## src/hdl/tds_pkg.sv

```systemverilog
// shared types and constants for the timer divider search block
package tds_pkg;

  // width of the shared divider datapath and of its step counter
  localparam int DIV_W  = 32;
  localparam int STEP_W = 6;

  // result status codes
  typedef enum logic [1:0] {
    ST_EXACT      = 2'd0,
    ST_MISMATCH   = 2'd1,
    ST_INACCURATE = 2'd2
  } status_t;

  // sequencer states
  typedef enum logic [2:0] {
    S_IDLE,
    S_ROUND_WAIT,
    S_SPLIT,
    S_SEARCH_WAIT,
    S_EVAL,
    S_FINAL,
    S_ACH_WAIT,
    S_DONE
  } state_t;

  // one request to the shared divider
  typedef struct packed {
    logic [DIV_W-1:0]  rem;    // starting partial remainder, below the divisor
    logic [DIV_W-1:0]  sh;     // dividend bits still to shift in, msb first
    logic [DIV_W-1:0]  dvs;    // divisor
    logic [STEP_W-1:0] steps;  // number of quotient bits to produce
  } div_req_t;

endpackage

```

## src/hdl/tds_div.sv

```systemverilog
// shared restoring divider, one quotient bit per cycle
module tds_div (
  input  logic                         clk,
  input  logic                         rst,
  input  logic                         start,
  input  tds_pkg::div_req_t            req,
  output logic                         busy,
  output logic [tds_pkg::DIV_W-1:0]    rem,
  output logic [tds_pkg::DIV_W-1:0]    quo
);
  import tds_pkg::*;

  logic [STEP_W-1:0] count;
  logic [DIV_W-1:0]  dvs;
  logic [DIV_W-1:0]  sh;
  logic [DIV_W:0]    cat;
  logic [DIV_W+1:0]  diff;
  logic              ge;

  // trial subtract of the divisor from the shifted remainder
  always_comb begin
    cat  = {rem, sh[DIV_W-1]};
    diff = {1'b0, cat} - {2'b00, dvs};
    ge   = !diff[DIV_W+1];
  end

  always_ff @(posedge clk) begin
    if (rst) begin
      count <= '0;
    end else if (start) begin
      count <= req.steps;
    end else if (busy) begin
      count <= count - STEP_W'(1);
    end
  end

  always_ff @(posedge clk) begin
    if (start) begin
      rem <= req.rem;
      sh  <= req.sh;
      dvs <= req.dvs;
    end else if (busy) begin
      rem <= ge ? diff[DIV_W-1:0] : cat[DIV_W-1:0];
      sh  <= {sh[DIV_W-2:0], ge};
    end
  end

  assign busy = (count != '0);
  assign quo  = sh;

endmodule

```

## src/hdl/timer_divider_search.sv

```systemverilog
// top level of the timer prescaler and reload search
//
// Each input word is a wanted update frequency; the block answers with one
// output word holding a status, a prescaler value, a reload value and the
// frequency those two really give with the configured timer clock. The
// divisor is clock_freq / target_freq rounded to nearest. A divisor of zero
// (zero target, or target above twice the clock) gives mismatch with all
// other fields zero. A divisor that fits the counter gives prescaler zero
// and reload divisor minus one. A larger divisor is split by trying ratios
// r upward from (divisor >> COUNTER_BITS) + 1 to the counter maximum,
// stopping at the first exact factor; with none, the first ratio of least
// remainder is taken and status is inaccurate. The smaller factor minus
// one is the prescaler. All arithmetic runs on one shared restoring
// divider that yields one quotient bit per clock. An item takes the
// rounding divide, then one divide per ratio tried, then (unless the
// divisor is zero or the ratio range is empty) the final divide for the
// achieved frequency, before its result moves to the output register.
// in_stall stays high from acceptance until the result moves to the output
// register, which holds it until taken while the next word is accepted.
// clock_freq is written over the cfg port, which is always ready and must
// only be written while the block is idle.
module timer_divider_search #(
  parameter int COUNTER_BITS = 16
) (
  input  logic        clk,
  input  logic        rst,
  // configuration write
  input  logic        cfg_valid,
  output logic        cfg_ready,
  input  logic [30:0] cfg_data,
  // input words
  input  logic        in_valid,
  output logic        in_stall,
  input  logic [31:0] target_freq,
  // result words
  output logic        out_valid,
  input  logic        out_stall,
  output logic [1:0]  status,
  output logic [15:0] prescaler_value,
  output logic [15:0] reload_value,
  output logic [30:0] achieved_freq
);
  import tds_pkg::*;

  localparam int CB = COUNTER_BITS;
  // counter maximum, wide enough for any counter width
  localparam logic [63:0] LIMIT = (64'd1 << CB) - 64'd1;
  localparam logic [CB-1:0] LIMIT_CB = '1;

  state_t state, state_next;

  // configuration
  logic [30:0] clock_freq;

  // datapath registers
  logic          tgt_zero;   // target was zero
  logic [30:0]   d;          // rounded divisor
  logic [CB-1:0] r;          // ratio under test
  logic [CB-1:0] best_err;
  logic [CB-1:0] best_r;
  logic [CB-1:0] best_q;
  logic [CB-1:0] psc;
  logic [CB-1:0] arr;
  logic [30:0]   ach;
  status_t       st;

  // output register
  status_t       out_st;

  // shared divider
  logic             div_start;
  div_req_t         div_req;
  logic             div_busy;
  logic [DIV_W-1:0] div_rem;
  logic [DIV_W-1:0] div_quo;

  // decode helpers
  logic          in_take;
  logic          out_free;
  logic [31:0]   d_round;
  logic [63:0]   d_wide;
  logic [63:0]   r0_wide;
  logic          d_zero;
  logic          direct;
  logic          run;
  logic [CB-1:0] r_first;
  logic [CB-1:0] srch_r;
  logic [CB-1:0] err_n;
  logic [CB-1:0] q_n;
  logic          upd;
  logic          exact;
  logic          last;
  logic [30:0]   prod;

  tds_div u_div (
    .clk   (clk),
    .rst   (rst),
    .start (div_start),
    .req   (div_req),
    .busy  (div_busy),
    .rem   (div_rem),
    .quo   (div_quo)
  );

  assign cfg_ready = 1'b1;
  assign in_stall  = (state != S_IDLE);
  assign in_take   = in_valid && !in_stall;
  assign out_free  = !out_valid || !out_stall;

  always_comb begin
    // round to nearest: (q + 1) / 2
    d_round = (div_quo >> 1) + 32'(div_quo[0]);
    d_wide  = 64'(d);
    r0_wide = d_wide >> CB;
    d_zero  = (d == '0);
    direct  = (d_wide <= LIMIT);
    run     = (r0_wide < LIMIT);
    r_first = CB'(r0_wide + 64'd1);
    srch_r  = (state == S_SPLIT) ? r_first : r + CB'(1);
    // remainder is below r, quotient below 2^CB during the search
    err_n   = CB'(div_rem);
    q_n     = CB'(div_quo);
    upd     = (err_n < best_err);
    exact   = (err_n == '0);
    last    = (r == LIMIT_CB);
    // product of the chosen factors is the divisor less its remainder
    prod    = d - 31'(best_err);
  end

  // sequencer: next state and divider requests
  always_comb begin
    state_next    = state;
    div_start     = 1'b0;
    div_req.rem   = '0;
    div_req.sh    = 32'(clock_freq);
    div_req.dvs   = 32'(d);
    div_req.steps = STEP_W'(DIV_W);
    unique case (state)
      S_IDLE: begin
        if (in_take) begin
          // 2 * clock / target
          div_start   = 1'b1;
          div_req.sh  = {clock_freq, 1'b0};
          div_req.dvs = target_freq;
          state_next  = S_ROUND_WAIT;
        end
      end
      S_ROUND_WAIT: begin
        if (!div_busy) begin
          state_next = S_SPLIT;
        end
      end
      S_SPLIT: begin
        if (d_zero) begin
          state_next = S_DONE;
        end else if (direct) begin
          // achieved = clock / d
          div_start  = 1'b1;
          state_next = S_ACH_WAIT;
        end else if (run) begin
          div_start     = 1'b1;
          div_req.rem   = 32'(r0_wide);
          div_req.sh    = 32'(d_wide << (DIV_W - CB));
          div_req.dvs   = 32'(srch_r);
          div_req.steps = STEP_W'(CB);
          state_next    = S_SEARCH_WAIT;
        end else begin
          state_next = S_DONE;
        end
      end
      S_SEARCH_WAIT: begin
        if (!div_busy) begin
          state_next = S_EVAL;
        end
      end
      S_EVAL: begin
        if (exact || last) begin
          state_next = S_FINAL;
        end else begin
          // next ratio: d / (r + 1)
          div_start     = 1'b1;
          div_req.rem   = 32'(r0_wide);
          div_req.sh    = 32'(d_wide << (DIV_W - CB));
          div_req.dvs   = 32'(srch_r);
          div_req.steps = STEP_W'(CB);
          state_next    = S_SEARCH_WAIT;
        end
      end
      S_FINAL: begin
        // achieved = clock / (r * q)
        div_start   = 1'b1;
        div_req.dvs = 32'(prod);
        state_next  = S_ACH_WAIT;
      end
      S_ACH_WAIT: begin
        if (!div_busy) begin
          state_next = S_DONE;
        end
      end
      S_DONE: begin
        if (out_free) begin
          state_next = S_IDLE;
        end
      end
    endcase
  end

  always_ff @(posedge clk) begin
    if (rst) begin
      state <= S_IDLE;
    end else begin
      state <= state_next;
    end
  end

  always_ff @(posedge clk) begin
    if (rst) begin
      clock_freq <= 31'd72000000;
    end else if (cfg_valid && cfg_ready) begin
      clock_freq <= cfg_data;
    end
  end

  // datapath registers follow the sequencer
  always_ff @(posedge clk) begin
    unique case (state)
      S_IDLE: begin
        if (in_take) begin
          tgt_zero <= (target_freq == '0);
        end
      end
      S_ROUND_WAIT: begin
        if (!div_busy) begin
          d <= tgt_zero ? 31'd0 : d_round[30:0];
        end
      end
      S_SPLIT: begin
        psc      <= '0;
        ach      <= '0;
        r        <= r_first;
        best_err <= '1;
        if (d_zero) begin
          st  <= ST_MISMATCH;
          arr <= '0;
        end else if (direct) begin
          st  <= ST_EXACT;
          arr <= CB'(d_wide - 64'd1);
        end else begin
          // search start; these values stand only if the ratio range is empty, possible only with a narrow counter
          st  <= ST_INACCURATE;
          arr <= '1;
        end
      end
      S_SEARCH_WAIT: begin
      end
      S_EVAL: begin
        if (upd) begin
          best_err <= err_n;
          best_r   <= r;
          best_q   <= q_n;
        end
        if (!exact && !last) begin
          r <= r + CB'(1);
        end
        st <= exact ? ST_EXACT : ST_INACCURATE;
      end
      S_FINAL: begin
        if (best_r > best_q) begin
          psc <= best_q - CB'(1);
          arr <= best_r - CB'(1);
        end else begin
          psc <= best_r - CB'(1);
          arr <= best_q - CB'(1);
        end
      end
      S_ACH_WAIT: begin
        if (!div_busy) begin
          ach <= div_quo[30:0];
        end
      end
      S_DONE: begin
      end
    endcase
  end

  // output register
  always_ff @(posedge clk) begin
    if (rst) begin
      out_valid <= 1'b0;
    end else if (state == S_DONE && out_free) begin
      out_valid <= 1'b1;
    end else if (!out_stall) begin
      out_valid <= 1'b0;
    end
  end

  always_ff @(posedge clk) begin
    if (state == S_DONE && out_free) begin
      out_st          <= st;
      prescaler_value <= 16'(psc);
      reload_value    <= 16'(arr);
      achieved_freq   <= ach;
    end
  end

  assign status = out_st;

  // the divider is never restarted mid-operation
  a_div_idle_start: assert property (@(posedge clk) disable iff (rst)
    div_start |-> !div_busy)
    else $error("divider started while busy");

  // a search remainder is always below the ratio that produced it
  a_err_below_r: assert property (@(posedge clk) disable iff (rst)
    state == S_EVAL |-> div_rem < 32'(r))
    else $error("search remainder not below ratio");

  // mismatch words carry zero fields
  a_mismatch_zero: assert property (@(posedge clk) disable iff (rst)
    out_valid && out_st == ST_MISMATCH |->
      prescaler_value == '0 && reload_value == '0 && achieved_freq == '0)
    else $error("mismatch word with nonzero fields");

  // with the default counter, a usable divisor always reaches a nonzero frequency
  a_ach_nonzero: assert property (@(posedge clk) disable iff (rst)
    out_valid && out_st == ST_EXACT |-> achieved_freq != '0)
    else $error("exact word with zero achieved frequency");

endmodule

```

## config.mk

```make
export PLATFORM = sky130hd
export DESIGN_NAME = timer_divider_search
export DESIGN_NICKNAME = d
export VERILOG_FILES = /design/src/hdl/tds_pkg.sv /design/src/hdl/tds_div.sv /design/src/hdl/timer_divider_search.sv
export SDC_FILE = /design/constraint.sdc
export NUM_CORES = 1
export LEC_CHECK = 0
export ABC_AREA = 1
export BUFFER_PORTS_ARGS = -buffer_cell sky130_fd_sc_hd__buf_4
export CORE_MARGIN = 2
export CORE_UTILIZATION = 55
export CTS_CLUSTER_SIZE = 24
export DETAILED_ROUTE_END_ITERATION = 7
export PLACE_DENSITY = 0.73
export REMOVE_ABC_BUFFERS = 1
export SYNTH_ARGS = -nofsm -noshare
export SYNTH_HDL_FRONTEND = slang
export SYNTH_SLANG_ARGS = --single-unit
```

## constraint.sdc

```tcl
create_clock -name clk -period 6.5 [get_ports clk]
set_clock_uncertainty 0.05 [all_clocks]
set_input_delay 0.325 -clock clk [delete_from_list [all_inputs] [get_ports clk]]
set_output_delay 0.325 -clock clk [all_outputs]
set_load 0.05 [all_outputs]
```

==> results.cfg, run 1 <==
[layout]
nets = 3197
layout_common_cells = nand2_1, nor2_1, inv_1, edfxtp_1, nand3_1
fin_cells = 3600
antenna_cells = 0
final_area_um2 = 25600
final_common_cell = nand2_1
fillCellCount = 3550
drive_gt1_share_pct = 9.45
final_util_pct = 63.0
syn_to_final_growth_pct = 13.4

[timing]
hold_slack_ns = 0.0164
hold_violations = 0
grt_setup_unrepaired = false
setup_violations = 0
slew_violations = 0
layout_setup_ws_ns = 1.77
fin_crit_sh_pct = 72.8
min_period_ns = 4.73
relSlewSlack_pct = 22.2
worstMarginPinSlew_ns = 1.16
fmaxAchievable_mhz = 211
setup_tns_ns = 0

[yosys]
synth_edf_count = 322
avgSynthCellArea_um2 = 7.81
syn_inst = 2892
netlist_area_um2 = 22600
post-synth-top-area-fraction_pct = 42.8
synth_async_sr_flop_share_pct = 0
synth_top_area_cell = edfxtp_1
ys.flop_type = edfxtp_1
ys_top_cells_by_area = edfxtp_1, nand2_1, nor2_1
yosysWarnings = 0
synth-seq-cells = 363
ys_types = 52
synth.yosys.seq_area_share_pct = 46.4

[route]
wl_per_cell_um = 21.2
drt_iter0_drc = 2682
antenna_left = 0
vias = 20932
avgViaCountPerCell = 5.81
post-route-drc-count = 0
first_pass_iters = 8
wl_um = 76500

[global_route]
antenna_found_initial = 5
grt_usage_pct = 35.9
grt_overflow_total = 0
grt_pass1_wl_um = 114000
grt_pass1_vias = 19300
grt_max_degree = 66

[floorplan]
ios = 136
fp.dieH_um = 207
die_area_um2 = 42700
chipWidth_um = 207
placementRows = 74
start_util_pct = 55.6
core_um2 = 40600

[clock_network]
post_cts_resized = 0
cts_root_buf = clkbuf_16
cts-htree-levels = 2
cts.path.max_buffers = 3
clk_latency_ns = 0.59
clkTransAtPathRegs_ns = 0.06
tritoncts = yes
cts_made_buffers = 41
cts_setup_buffers = 0
clock_sinks = 363

[setup_path]
critPathLaunchType = flop
critPathRequiredTime_ns = 6.72
worstSetupPathType = reg -> reg
worstPathArrival_ns = 4.95
regToRegSetupSlack_ns = 1.77
setup.worst_path.start = d[1]$_SDFFCE_PP0P_
end_kind = flop
critPathMaxFanout = 51
r2r_start = d[1]$_SDFFCE_PP0P_

[pwr]
total_power_mw = 12.2
p_per_area_nw_per_um2 = 478
p_leak_nw = 11.3
max-vdd-ir-drop_mv = 0.397

[flow_run]
cap_viol_max_count = 0

[place]
hpwl_um = 58800
io_buffers = 134
place_ws_ns = 1.92
place.gp.congestion = 1.03
dp.cells = 3492
placed_cell_area_um2 = 24000

[worst_hold_path]
min_from = target_freq[17]
hp-class = in -> reg

[outcome]
status = completed
==> routing by layer <==
layer	vias up	GRT usage (%)	part of all wire (%)
met5	-	0	0.064
met1	9785	51.8	42
met3	175	8.54	12
met2	1155	53.3	43
met4	8	11.7	3.2
li1	9809	-	-
==> cells by family after synthesis <==
| logic type | Yosys count | share of synthesized area, % |
|---|---|---|
| AND/OR/NAND/NOR | 1613 | 30.3 |
| adder cells (fa/ha/maj) | 93 | 5.22 |
| other | 1 | 0.0166 |
| multiplexers | 1 | 0.0443 |
| AO/OA/AOI/OAI | 302 | 7.33 |
| XOR/XNOR | 63 | 2.44 |
| buffers and inverters | 456 | 8.18 |
| flip-flops | 363 | 46.4 |
==> power by group <==
group	switching (mW)	internal, mW	total, mW
clock	1.00	1.27	2.27
sequential	0.518	3.54	4.06
combinational	4.23	1.68	5.91
total	5.75	6.49	12.2
==> final cells by class <==
cell class	count	area [um2]	share of cell area (%)
Multi-Input combinational cell	2073	10300	40.2
Sequential cell	363	10500	40.9
Clock inverter	27	253	0.987
Inverter	374	1410	5.48
Timing Repair Buffer	183	1460	5.68
Tap cell	532	666	2.60
Clock buffer	48	1060	4.15
==> Yosys cell counts, types with 39 or more instances <==
library cell	count
ha_1	91
nand4_1	77
a21oi_1	105
nor3_1	45
nor2_1	383
edfxtp_1	322
nand3_1	206
inv_1	351
clkbuf_1	39
nand2_1	825
xor2_1	45
o21ai_0	145
dfxtp_1	41
==> final timing paths <==
path                                 to  depth (start not counted)
max              u_div.rem[6]$_DFFE_PP_                         13
min             u_div.dvs[17]$_DFFE_PP_                          3
max reg2reg      u_div.rem[6]$_DFFE_PP_                         13
min reg2reg  achieved_freq[8]$_DFFE_PP_                          0
==> state kept, by name, summed over array words and instances, names as in the netlist <==
name and flops:
tgt_zero 1, out_valid 1, u_div.count 6, prescaler_value 16
arr 16, u_div.dvs 32, achieved_freq 31, d 31
state 3, best_r 16, clock_freq 31, r 16
best_q 16, st 2, best_err 16, u_div.quo 32
u_div.rem 32, ach 31, status 2, reload_value 16
psc 16
==> timing repair <==
action | in CTS | in global routing
endpoints found under the hold margin | 34 | 0
endpoints found under the setup margin | 0 | 0
hold buffers | 33 | 0
==> worst max-delay path: stages, from the launching register on <==
cell      delay, ns
edfxtp_1       0.52
inv_1          0.16
ha_1           0.18
nand2_1        0.11
nor2_2         0.23
nand2_1        0.10
nor2_1         0.23
nand2_1        0.15
nand2_2        0.10
nand3_2        0.06
buf_4          0.28
inv_2          0.85
nand2_2        0.79
buf_4          0.53
Note: power is estimated with default switching activity, not from simulation.
==> inputs of run 2 (changes only) <==
- ABC_AREA: 1 -> 0
- clock period: 6.5 -> 4.6 ns (I/O delays scaled with it)
==> run 2 against run 1 <==
  * The flow now finishes with violations (DRC)
  * Cell area shrank 7.7%
  * First-iteration DRC count decreased by 29%
  * Die area shrank 9.6%
  * Area after synthesis down 9.8%
  * Maximum frequency is 26% higher
  * Combinational power rose by 6.6%
  * Critical path depth fell by 4
  * Wire length down 22%
  * Global-route usage decreased by 4.9 points
  * Critical path type unchanged
  * Critical endpoint is now u_div.quo[29]$_DFFE_PP_
  * Highest routed layer is now met4
==> results.cfg, run 2 <==
[global_route]
grt_max_degree = 66
grt_usage_pct = 31.0
grt_pass1_vias = 15745
grt_overflow_total = 0
grt_pass1_wl_um = 90900
antenna_found_initial = 1

[yosys]
synth-seq-cells = 363
ys.flop_type = edfxtp_1
yosysWarnings = 0
avgSynthCellArea_um2 = 10.4
synth.most_common_cell = edfxtp_1
synth_async_sr_flop_share_pct = 0
post-synth-top-area-fraction_pct = 47.5
synth_top_area_cell = edfxtp_1
synth_edf_count = 322
ys_top_cells_by_count = edfxtp_1, nand2_1, nor2_1
syn_inst = 1950
ys_types = 76
netlist_area_um2 = 20400
synth.yosys.seq_area_share_pct = 51.5
ys_top_cells_by_area = edfxtp_1, ha_1, dfxtp_1

[floorplan]
fp.dieH_um = 196
ios = 136
chipWidth_um = 196
die_area_um2 = 38600
placementRows = 70
core_um2 = 36500
start_util_pct = 55.8

[clock_network]
clk_latency_ns = 0.55
cts.path.max_buffers = 3
clkTransAtPathRegs_ns = 0.06
cts_setup_buffers = 0
clock_sinks = 363
cts-htree-levels = 2
cts_root_buf = clkbuf_16
tritoncts = yes
cts_made_buffers = 39

[timing]
min_period_ns = 3.75
grt_setup_unrepaired = false
setup_tns_ns = 0
relSlewSlack_pct = 26.1
setup_violations = 0
fmaxAchievable_mhz = 266
fin_crit_sh_pct = 81.6
hold_violations = 0
slew_violations = 0
worstMarginPinSlew_ns = 1.11

[route]
vias = 16367
drt_iter0_drc = 1895
wl_um = 59600
post-route-drc-count = 7
antenna_left = 0
wl_per_cell_um = 22.9
avgViaCountPerCell = 6.28
first_pass_iters = 8

[pwr]
clockPowerShare_pct = 20.8
combPwrFrac_pct = 41.6
p_sw_share_pct = 40.8
max-vdd-ir-drop_mv = 0.460
p_per_area_nw_per_um2 = 641
seqPwrFrac_pct = 37.6
p_int_mw = 8.96
p_leak_nw = 9.20
p_sw_mw = 6.18

[setup_path]
reg2reg_depth = 9
worstReg2RegEnd = u_div.quo[29]$_DFFE_PP_
r2r_start = d[2]$_SDFFCE_PP0P_
worstPathArrival_ns = 3.99
critPathMaxFanout = 20
critPathRequiredTime_ns = 4.84
worstSetupPathType = reg -> reg
regToRegSetupSlack_ns = 0.85
critPathLaunchType = flop
end_kind = flop

[outcome]
violations = DRC
status = finished with violations

[layout]
drive_gt1_share_pct = 12.6
final_util_pct = 64.7
syn_to_final_growth_pct = 16.1
layout_common_cells = edfxtp_1, nand2_1, nor2_1, buf_4, a21oi_1
nets = 2272
final_common_cell = edfxtp_1

[place]
io_buffers = 134
place.gp.congestion = 1.02
hpwl_um = 43200

[worst_hold_path]
min_from = in_valid
hp-class = in -> reg
hold_depth = 2
min_to = u_div.dvs[31]$_DFFE_PP_

[flow_run]
cap_viol_max_count = 0
run 2: metrics by stage:
| stage | hold WS, ns | power, mW | instances | area [um2] | setup slack, ns |
|---|---|---|---|---|---|
| 5_1_grt | 0.0236 | 15.9 | 2607 | 23600 | 0.667 |
| 6_report | 0.0167 | 15.1 | 2607 | 23600 | 0.846 |
| 2_1_floorplan | 0.249 | 9.65 | 1846 | 19900 | -1.17 |
| 3_3_place_gp | 0.351 | 11.7 | 2491 | 21900 | 0.971 |
| 4_1_cts | 0.00295 | 15.0 | 2606 | 23600 | 0.904 |
| 3_5_place_dp | 0.355 | 11.8 | 2491 | 21900 | 0.929 |
run 2: per-layer routing:
layer	GRT usage (%)	routed length (um)	vias to the layer above
met5	0	0	-
met4	11.2	2050	0
met3	5.99	5990	143
met2	48.8	26900	849
met1	42.9	24700	7895
li1	-	-	7480
run 2: cells by family (layout without fill, tap and decap cells):
group	Yosys count	after routing	synth area share (%)
compound gates	390	390	13.0
xor+xnor	131	131	5.63
fa+ha+maj	93	93	5.79
buf+inv	194	382	3.80
flops	363	363	51.5
mux	78	78	3.84
other cells	1	2	0.0184
simple gates	700	700	16.4
run 2: power groups by stage:
stage               Clock [mW]  Combinational, mW  Sequential [mW]
CTS                       3.18               6.16             5.65
floorplan                    0               4.29             5.36
finish                    3.16               6.30             5.69
detailed placement           0               6.08             5.71
global placement             0               5.97             5.70
global route              3.30               6.88             5.76
run 2: how the worst max path moves through the flow:
stage	from	endpoint	slack, ns
floorplan	state[0]$_SDFFE_PP0P_	u_div.quo[0]$_DFFE_PP_	-1.17
global placement	d[2]$_SDFFCE_PP0P_	u_div.quo[28]$_DFFE_PP_	0.97
detailed placement	d[2]$_SDFFCE_PP0P_	u_div.quo[30]$_DFFE_PP_	0.93
CTS	d[2]$_SDFFCE_PP0P_	u_div.quo[30]$_DFFE_PP_	0.90
global route	d[2]$_SDFFCE_PP0P_	u_div.quo[29]$_DFFE_PP_	0.67
finish	d[2]$_SDFFCE_PP0P_	u_div.quo[29]$_DFFE_PP_	0.85
run 2: cell type report:
type,instances,area (um2)
Inverter,90,338
Sequential cell,363,10500
Multi-Input combinational cell,1393,9150
Antenna cell,1,2.50
Timing Repair Buffer,224,1800
Clock inverter,23,243
Tap cell,468,586
Clock buffer,45,1030
Fill cell,2885,12900
run 2: critical path: stages (launching register included):
cell,delay (ns)
edfxtp_1,0.54
or4_4,0.58
or4b_1,0.54
a2bb2oi_1,0.19
o21ai_4,0.21
a21oi_4,0.12
or2_1,0.58
buf_4,0.36
a222oi_1,0.23
nand2_1,0.09
run 2: what timing repair did:
| action | 4_1_cts | 5_1_grt |
|---|---|---|
| hold endpoints to repair | 47 | 0 |
| resized for setup | 0 | 0 |
| hold buffers | 47 | 0 |
